$ cat config.mk
export PLATFORM = sky130hd
export DESIGN_NAME = arq_send_window_top
export DESIGN_NICKNAME = d
export VERILOG_FILES = /design/src/arq_sw_pkg.sv /design/src/arq_sw_cell.sv /design/src/arq_send_window_top.sv
export SDC_FILE = /design/constraint.sdc
export NUM_CORES = 1
export LEC_CHECK = 0
export BUFFER_PORTS_ARGS = -buffer_cell sky130_fd_sc_hd__buf_2
export CORE_ASPECT_RATIO = 0.6
export CORE_MARGIN = 5
export CORE_UTILIZATION = 43
export CTS_CLUSTER_SIZE = 24
export DETAILED_ROUTE_END_ITERATION = 10
export PLACE_DENSITY = 0.67
export SYNTH_ARGS = -nofsm -noshare
export SYNTH_HDL_FRONTEND = slang
export SYNTH_HIERARCHICAL = 1
export SYNTH_SLANG_ARGS = --single-unit
$ cat constraint.sdc
create_clock -name clk -period 3.59 [get_ports clk]
set_clock_uncertainty 0.05 [all_clocks]
set_input_delay 0.718 -clock clk [delete_from_list [all_inputs] [get_ports clk]]
set_output_delay 0.718 -clock clk [all_outputs]
set_load 0.005 [all_outputs]
$ cat src/arq_sw_pkg.sv
`timescale 1ns / 1ps

package arq_sw_pkg;

  localparam logic OP_ADD = 1'b0;
  localparam logic OP_ACK = 1'b1;

  typedef enum logic [2:0] {
    ST_OK    = 3'd0,
    ST_FULL  = 3'd1,
    ST_BAD   = 3'd2,
    ST_SEQ   = 3'd3,
    ST_NOACK = 3'd4
  } status_t;

  // A search token that moves one cell along the slot chain per cycle.
  typedef struct packed {
    logic       valid;
    logic       claim;
    logic       ack;
    logic [7:0] id;
    logic       found;
    logic [2:0] slot;
    logic [7:0] gap;
  } token_t;

endpackage

$ cat src/arq_sw_cell.sv
`timescale 1ns / 1ps

module arq_sw_cell #(
  parameter int IDX = 0
) (
  input  logic                clk,
  input  logic                rst,
  input  arq_sw_pkg::token_t  tok_in,
  input  logic [7:0]          left_edge,
  output arq_sw_pkg::token_t  tok_out,
  output logic                slot_busy
);
  import arq_sw_pkg::*;

  logic [7:0] frame_id;
  logic       hit_claim;
  logic       hit_ack;
  logic       hit;
  logic       live;
  logic [7:0] id_offset;
  logic       slot_busy_next;
  token_t     tok_next;

  always_comb begin
    hit_claim = tok_in.valid && !tok_in.found && tok_in.claim && !slot_busy;
    hit_ack   = tok_in.valid && !tok_in.found && tok_in.ack && slot_busy &&
                (frame_id == tok_in.id);
    hit       = hit_claim || hit_ack;
    live      = slot_busy && !hit;
    id_offset = frame_id - left_edge;

    slot_busy_next = slot_busy;
    if (hit_claim) begin
      slot_busy_next = 1'b1;
    end else if (hit_ack) begin
      slot_busy_next = 1'b0;
    end

    tok_next = tok_in;
    if (hit) begin
      tok_next.found = 1'b1;
      tok_next.slot  = 3'(IDX % 8);
    end
    if (live && (id_offset < tok_in.gap)) begin
      tok_next.gap = id_offset;
    end
  end

  always_ff @(posedge clk) begin
    if (rst) begin
      slot_busy <= 1'b0;
      tok_out   <= '0;
    end else begin
      slot_busy <= slot_busy_next;
      tok_out   <= tok_next;
    end
  end

  always_ff @(posedge clk) begin
    if (hit_claim) begin
      frame_id <= tok_in.id;
    end
  end

endmodule

$ cat src/arq_send_window_top.sv
`timescale 1ns / 1ps

// Sender window of a selective-repeat ARQ link over 8-bit frame ids.
// A command is transferred at a rising edge where start is high and busy is
// low; operation selects adding a frame or taking an acknowledgment, with
// packet_id and frame_good as its arguments.
// The command then walks a chain of WINDOW_SLOTS slot cells, one cell per
// cycle; each cell claims, clears or measures its own slot as the search
// token passes.
// The result appears on status, slot, window_base, next_id and
// outstanding_mask for exactly one cycle, marked by done, once the command's
// token has passed tok0, every cell register and the result registers. The
// receiver cannot hold it off. Busy falls in the cycle done is high, and the
// next command can be transferred at the edge that ends that cycle, so a new
// command is not taken before the previous one has delivered its result.
// Synchronous reset empties every slot, sets the window base to 0 and the
// next expected id to 0, and clears busy and done.
module arq_send_window_top #(
  parameter int WINDOW_SLOTS = 8
) (
  input  logic       clk,
  input  logic       rst,
  input  logic       start,
  output logic       busy,
  input  logic       operation,
  input  logic [7:0] packet_id,
  input  logic       frame_good,
  output logic       done,
  output logic [2:0] status,
  output logic [2:0] slot,
  output logic [7:0] window_base,
  output logic [7:0] next_id,
  output logic [7:0] outstanding_mask
);
  import arq_sw_pkg::*;

  logic [7:0]              left_edge;
  logic [7:0]              right_edge;
  logic [7:0]              left_edge_next;
  logic [7:0]              right_edge_next;
  token_t                  tok0;
  token_t                  chain [WINDOW_SLOTS + 1];
  token_t                  tok_end;
  logic [WINDOW_SLOTS-1:0] busy_vec;
  logic [7:0]              mask_all;
  status_t                 pre_status;
  status_t                 pre_status_next;
  status_t                 status_next;
  logic [2:0]              slot_next;
  logic [7:0]              count;
  logic                    accept;

  assign accept   = start && !busy;
  assign chain[0] = tok0;
  assign tok_end  = chain[WINDOW_SLOTS];

  for (genvar i = 0; i < WINDOW_SLOTS; i++) begin : g_cell
    arq_sw_cell #(
      .IDX(i)
    ) u_cell (
      .clk       (clk),
      .rst       (rst),
      .tok_in    (chain[i]),
      .left_edge (left_edge),
      .tok_out   (chain[i+1]),
      .slot_busy (busy_vec[i])
    );
  end

  for (genvar b = 0; b < 8; b++) begin : g_mask
    if (b < WINDOW_SLOTS) begin : g_on
      assign mask_all[b] = busy_vec[b];
    end else begin : g_off
      assign mask_all[b] = 1'b0;
    end
  end

  always_comb begin
    count = right_edge - left_edge + 8'd1;
    if (count >= 8'(WINDOW_SLOTS)) begin
      pre_status_next = ST_FULL;
    end else if (!frame_good) begin
      pre_status_next = ST_BAD;
    end else if (packet_id != right_edge + 8'd1) begin
      pre_status_next = ST_SEQ;
    end else begin
      pre_status_next = ST_OK;
    end
  end

  always_comb begin
    left_edge_next  = left_edge;
    right_edge_next = right_edge;
    slot_next       = tok_end.found ? tok_end.slot : 3'd0;
    if (tok_end.ack) begin
      status_next = tok_end.found ? ST_OK : ST_NOACK;
      if (tok_end.found && (tok_end.id == left_edge)) begin
        left_edge_next = left_edge + tok_end.gap;
      end
    end else if (pre_status != ST_OK) begin
      status_next = pre_status;
    end else begin
      status_next = tok_end.found ? ST_OK : ST_FULL;
      if (tok_end.found) begin
        right_edge_next = right_edge + 8'd1;
      end
    end
  end

  always_ff @(posedge clk) begin
    if (rst) begin
      busy       <= 1'b0;
      done       <= 1'b0;
      tok0       <= '0;
      left_edge  <= 8'd0;
      right_edge <= 8'd255;
    end else begin
      done       <= 1'b0;
      tok0.valid <= 1'b0;
      if (accept) begin
        busy       <= 1'b1;
        tok0.valid <= 1'b1;
        tok0.claim <= (operation == OP_ADD) && (pre_status_next == ST_OK);
        tok0.ack   <= (operation == OP_ACK);
        tok0.id    <= packet_id;
        tok0.found <= 1'b0;
        tok0.slot  <= 3'd0;
        tok0.gap   <= count;
        pre_status <= pre_status_next;
      end
      if (tok_end.valid) begin
        busy       <= 1'b0;
        done       <= 1'b1;
        left_edge  <= left_edge_next;
        right_edge <= right_edge_next;
      end
    end
  end

  always_ff @(posedge clk) begin
    if (tok_end.valid) begin
      status           <= status_next;
      slot             <= slot_next;
      window_base      <= left_edge_next;
      next_id          <= right_edge_next + 8'd1;
      outstanding_mask <= mask_all;
    end
  end

  a_done_idle : assert property (@(posedge clk) disable iff (rst)
    done |-> !busy)
    else $error("result strobe while a command is still in the chain");

  a_fell_done : assert property (@(posedge clk) disable iff (rst)
    !$past(rst) && $fell(busy) |-> done)
    else $error("command finished without a result transfer");

  a_start_busy : assert property (@(posedge clk) disable iff (rst)
    start && !busy |=> busy)
    else $error("command transfer did not raise busy");

  a_window_size : assert property (@(posedge clk) disable iff (rst)
    done |-> (8'(next_id - window_base) <= 8'(WINDOW_SLOTS)))
    else $error("window span exceeds the slot count");

endmodule
# After elaboration in Yosys (flattened, before gate mapping)

Cells that the tools add are included.

Mux-type cells: 46
$add $sub $neg: 13
Eq/ne operators: 10
Order comparisons: 9
Reductions and logical operators: 114
Bitwise logic cells: 2

Operators with widths:

| kind                | number |
|---|---|
| $mux 8              | 13 |
| $eq 8x8->1          | 9 |
| $sub 8x8->8         | 9 |
| $logic_and 1x1->1   | 66 |
| $lt 8x8->1          | 8 |
| $mux 4              | 8 |
| $add 8x1->8 const B | 3 |
| $logic_not 1->1     | 24 |
| $mux 23             | 1 |
| $mux 1              | 18 |
| $reduce_bool 2->1   | 8 |
| $mux 3              | 4 |
| $reduce_or 2->1     | 5 |
| $add 8x8->8         | 1 |
| $ge 8x4->1 const B  | 1 |
| $logic_or 1x1->1    | 8 |
| $ne 8x8->1          | 1 |
| $mux 2              | 2 |
| $logic_not 3->1     | 1 |
| $reduce_bool 3->1   | 1 |
| $not 1->1           | 2 |
| $reduce_and 2->1    | 1 |

Input port bits: 13
Bits in registers: 318
Output and inout port bits: 32
Word-level logic and storage cells: 283

# Logic depth before layout (Yosys ltp)

Depth in word-level cells: 10
Gate-level depth with buffers: 13
Depth with buffers taken out: 13

# Hierarchy

Netlist, hierarchy kept.

Modules (own cells, without submodules):

| module                             | cells each | instances | seq. area each (sq um) | area each (sq um) |
|---|---|---|---|---|
| arq_sw_cell (g_cell[1].u_cell ...) | 169        | 3         | 720.7                  | 1670.4 |
| arq_send_window_top                | 372        | 1         | 1701.6                 | 3696.0 |
| arq_sw_cell (g_cell[5].u_cell ...) | 172        | 2         | 720.7                  | 1676.6 |
| arq_sw_cell (g_cell[3].u_cell)     | 171        | 1         | 720.7                  | 1692.9 |
| arq_sw_cell (g_cell[0].u_cell)     | 172        | 1         | 720.7                  | 1682.9 |
| arq_sw_cell (g_cell[7].u_cell)     | 173        | 1         | 720.7                  | 1671.6 |

# Worst setup path after synthesis

No wires, ideal clock.

Path kind: register to register
Start point: reg left_edge[1]
End point: reg g_cell[5].u_cell/tok_out[0] (netlist bit)
Slack: 0.437 ns
Path buffers: 0
Setup time: 0.071 ns
Clock period less this slack: 3.153 ns
Arrival: 3.032 ns
Stages on the path, launching flop included: 14
Path through: dfxtp_1 inv_1 ha_1 nand2b_1 a21oi_1 and3_1 o31a_1 nor2_1 ha_1 a21oi_1 o21ai_0 a21o_1 or3_1 a21oi_1

Cells in the longest elaborated chain, start to end: 4

RTL lines:

| what                   | RTL line                   | source |
|---|---|---|
| from (decl)            | arq_send_window_top.sv:37  | `logic [7:0] left_edge;` |
| from (signal assigned) | arq_send_window_top.sv:134 | `left_edge <= left_edge_next;` |
| $sub 8x8->8            | arq_sw_cell.sv:30          | `id_offset = frame_id - left_edge;` |
| $lt 8x8->1             | arq_sw_cell.sv:44          | `if (live && (id_offset < tok_in.gap)) begin` |
| $logic_and 1x1->1      | arq_sw_cell.sv:44          |  |
| $mux 8                 | arq_sw_cell.sv:44          |  |
| to (signal assigned)   | arq_sw_cell.sv:55          | `tok_out <= tok_next;` |
| to (decl)              | arq_sw_cell.sv:10          | `output arq_sw_pkg::token_t tok_out,` |

No other way between the ends.
A chain may end at the register's enable or synchronous reset.

# Final worst setup path

Start point: reg left_edge[2]
End point: reg g_cell[0].u_cell/tok_out[3] (netlist bit)

Cells in the longest elaborated chain, start to end: 4

RTL lines:

| what                 | RTL line |
|---|---|
| $sub 8x8->8 (*)      | arq_sw_cell.sv:30 |
| $lt 8x8->1           | arq_sw_cell.sv:44 |
| $logic_and 1x1->1    | arq_sw_cell.sv:44 |
| $mux 8 (*)           | arq_sw_cell.sv:44 |
| to (signal assigned) | arq_sw_cell.sv:55 |
| to (decl)            | arq_sw_cell.sv:10 |

Mark *: on every way between the ends. The rest lies on a longest branch, timed or not.

==> PnR_summary.wiki <==
{| class="wikitable"
! Metric !! Value
|-
| Run status || finished clean
|-
| Starting utilization of the core area || 43.6%
|-
| Antenna-violating nets left || 0
|-
| Count of buffers from port buffering || 44
|-
| Filler cells || 3494
|-
| DRC violation count after routing || 0
|-
| Fraction of layout cells with a size suffix above 1 || 9.85%
|-
| Maximum number of pins on one net before global-route repair || 103
|-
| Area of the multi-input gates || 8890 µm²
|-
| Clock tree from TritonCTS || done
|-
| Worst-Margin Slew || 0.855 ns
|-
| CTS clk-pin slew, worst paths || 0.07 ns
|-
| Layout Area Growth over Synthesis || 11.7%
|-
| Required time reported for the critical path endpoint || 3.99 ns
|-
| Most common library cell in the layout ignoring fill and taps || dfxtp_1
|-
| DP HPWL || 32700 µm
|-
| Number of antenna violations at the first check in global routing || 1
|-
| Routed wire per std cell || 18.0 µm
|-
| GR Util All Layers || 19.1%
|-
| CTS H-tree depth || 1
|-
| Shortest period the worst path allows || 3.44 ns
|-
| Maximum achievable frequency || 0.290 GHz
|-
| Depth of the worst register-to-register path || 11
|-
| Net switching component of the power || 1.56 mW
|-
| Buffers inserted by post-CTS timing repair || 0
|-
| HP Class || flip-flop to flip-flop
|-
| CORE AREA || 39200 µm²
|-
| Total inserted antenna cells || 0
|-
| Post-synthesis area per instance || 9.83 µm²
|-
| Number of instances in the synthesized netlist || 1737
|-
| Share of total power consumed by net switching || 21.9%
|-
| Highest fanout seen on the critical path || 6
|-
| Detailed router's first-iteration violation count || 1080
|-
| Max-Slew Margin vs Limit || 43.0%
|-
| First-pass iteration count of the detailed router || 5
|-
| Number of violations of the max-capacitance limit || 0
|-
| RSZ-0062 raised after global routing || false
|-
| Number of placement rows || 56
|-
| Final core utilization || 48.7%
|-
| First-pass GRT wire length || 67200 µm
|-
| Leakage || 7.23 nW
|-
| Number of global-route vias before repair || 11900
|-
| Number of nets in the layout || 1972
|-
| Mean number of vias per cell || 5.40
|-
| Total wirelength of the detailed-routed design || 42500 µm
|-
| Vias || 12700
|-
| Total internal power || 5.57 mW
|-
| Arrival time of data at the critical path endpoint || 3.85 ns
|-
| Worst setup timing slack at the placement stage || -0.00457 ns
|-
| Final number of hold-violating endpoints || 0
|-
| Combinational share of power || 2.3%
|-
| Inst Count DP || 2306
|-
| Source-to-sink clock delay at the later pin of the worst-skew pair || 0.56 ns
|-
| Overflow left after global routing || 0
|-
| Final weighted congestion in routability-driven placement || 0.931
|-
| Cell occurring most often along the worst timing path || ha_1
|-
| CP max-delay cell || dfxtp_1
|-
| Die outline area || 43900 µm²
|-
| Slack of the critical path || 0.146 ns
|-
| Clock Tree Buf Depth || 3
|-
| Endpoint class of the critical path || flip-flop
|-
| Yosys warning total || 6
|-
| Combined area of all synthesized cells || 17100 µm²
|-
| Worst hold path depth || 2
|-
| Number of CTS-inserted buffers || 29
|-
| Most frequent cells in the layout || dfxtp_1 (223), inv_1 (175), a21oi_1 (137), ha_1 (134), nor2b_1 (126)
|-
| Kind of launch point of the worst setup path || flip-flop
|-
| Clock root buffer || clkbuf_16
|-
| Clock Power Share || 44.4%
|-
| Post-layout instance count excluding filler cells || 2359
|-
| Relative contribution of sequential cells to total power || 53.3%
|-
| Slew Viols, Final || 0
|-
| Max stage delay on crit path || 0.50 ns
|-
| Vertical die dimension || 164 µm
|-
| Cell Chain, Critical Path || buf_4, inv_1, ha_1, nor2b_1, o311ai_0, o211ai_1, ha_1, nand4_1, o31ai_2, nor2_1, a31o_1
|-
| Tcrit/Tclk final || 95.9%
|-
| Die width || 267 µm
|-
| Register Area || 7450 µm²
|-
| Top Ports || 45
|-
| Clock sink total || 324
|-
| P per Cell Area || 373 nW/µm²
|-
| Worst supply voltage drop on vdd || 385 µV
|-
| Worst Path Class, Setup || flip-flop to flip-flop
|-
| Number of failing setup endpoints in the final timing report || 0
|}
==> critical path, delay by kind of cell, from the launching register on <==
| family | cells | cell delay [ns] |
|---|---|---|
| AOI/OAI and AO/OA | 4 | 1.30 |
| adders and majority gates | 2 | 0.70 |
| DFF | 1 | 0.50 |
| and+or+nand+nor | 3 | 0.48 |
| buffers and inverters | 2 | 0.31 |
==> per-layer routing <==
| layer | global-route usage [%] | routed length, µm | share of wire, % | vias up |
|---|---|---|---|---|
| met4 | 2.51 | 520 | 1.2 | 2 |
| met3 | 3.81 | 3220 | 7.6 | 42 |
| met1 | 31.1 | 22200 | 52 | 6062 |
| met5 | 0 | 13 | 0.031 | - |
| met2 | 26.5 | 16500 | 39 | 366 |
| li1 | - | - | - | 6255 |
==> path summary, 6_finish.rpt <==
check / slack, ns / end / start
worst max register to register: 0.15 / g_cell[0].u_cell/tok_out[3] / left_edge[2]
worst max-delay path: 0.15 / g_cell[0].u_cell/tok_out[3] / left_edge[2]
worst min-delay path: 0.38 / g_cell[7].u_cell/tok_out[10] / g_cell[6].u_cell/tok_out[10]
worst min register to register: 0.38 / g_cell[7].u_cell/tok_out[10] / g_cell[6].u_cell/tok_out[10]
==> stage by stage <==
stage	hold WS, ns	power (mW)	TNS (ns)	area, µm²
2_1_floorplan	0.361	3.98	0	17100
3_3_place_gp	0.368	4.04	0	18100
3_5_place_dp	0.374	4.04	-0.00906	18100
4_1_cts	0.378	7.19	0	19100
5_1_grt	0.384	7.38	0	19100
6_report	0.380	7.13	0	19100
==> cell type report <==
class / instances / share of cell area [%]
Timing Repair Buffer: 74 / 2.43
Clock inverter: 17 / 0.701
Sequential cell: 324 / 39.0
Inverter: 175 / 3.44
Multi-Input combinational cell: 1211 / 46.6
Tap cell: 522 / 3.42
Clock buffer: 36 / 4.38
==> sequential cells by signal (all words and copies together) (netlist names) <==
| register | count |
|---|---|
| busy | 1 |
| chain | 19 |
| done | 1 |
| g_cell.u_cell/frame_id | 64 |
| g_cell.u_cell/slot_busy | 8 |
| g_cell.u_cell/tok_out | 183 |
| left_edge | 8 |
| next_id | 8 |
| outstanding_mask | 8 |
| pre_status | 2 |
| right_edge | 8 |
| slot | 3 |
| status | 3 |
| window_base | 8 |
==> timing repair <==
item                                    4_1_cts  5_1_grt
endpoints found under the setup margin        2       36
hold buffers                                  0        0
resized for setup                             1        7
cloned                                        0        0
==> power groups by stage <==
stage	Clock, mW	Combinational (mW)	Sequential (mW)
3_5_place_dp	0	0.160	3.88
5_1_grt	3.40	0.179	3.80
2_1_floorplan	0	0.107	3.87
6_report	3.16	0.164	3.80
3_3_place_gp	0	0.157	3.88
4_1_cts	3.23	0.161	3.80
(Power assumes the default switching activity.)
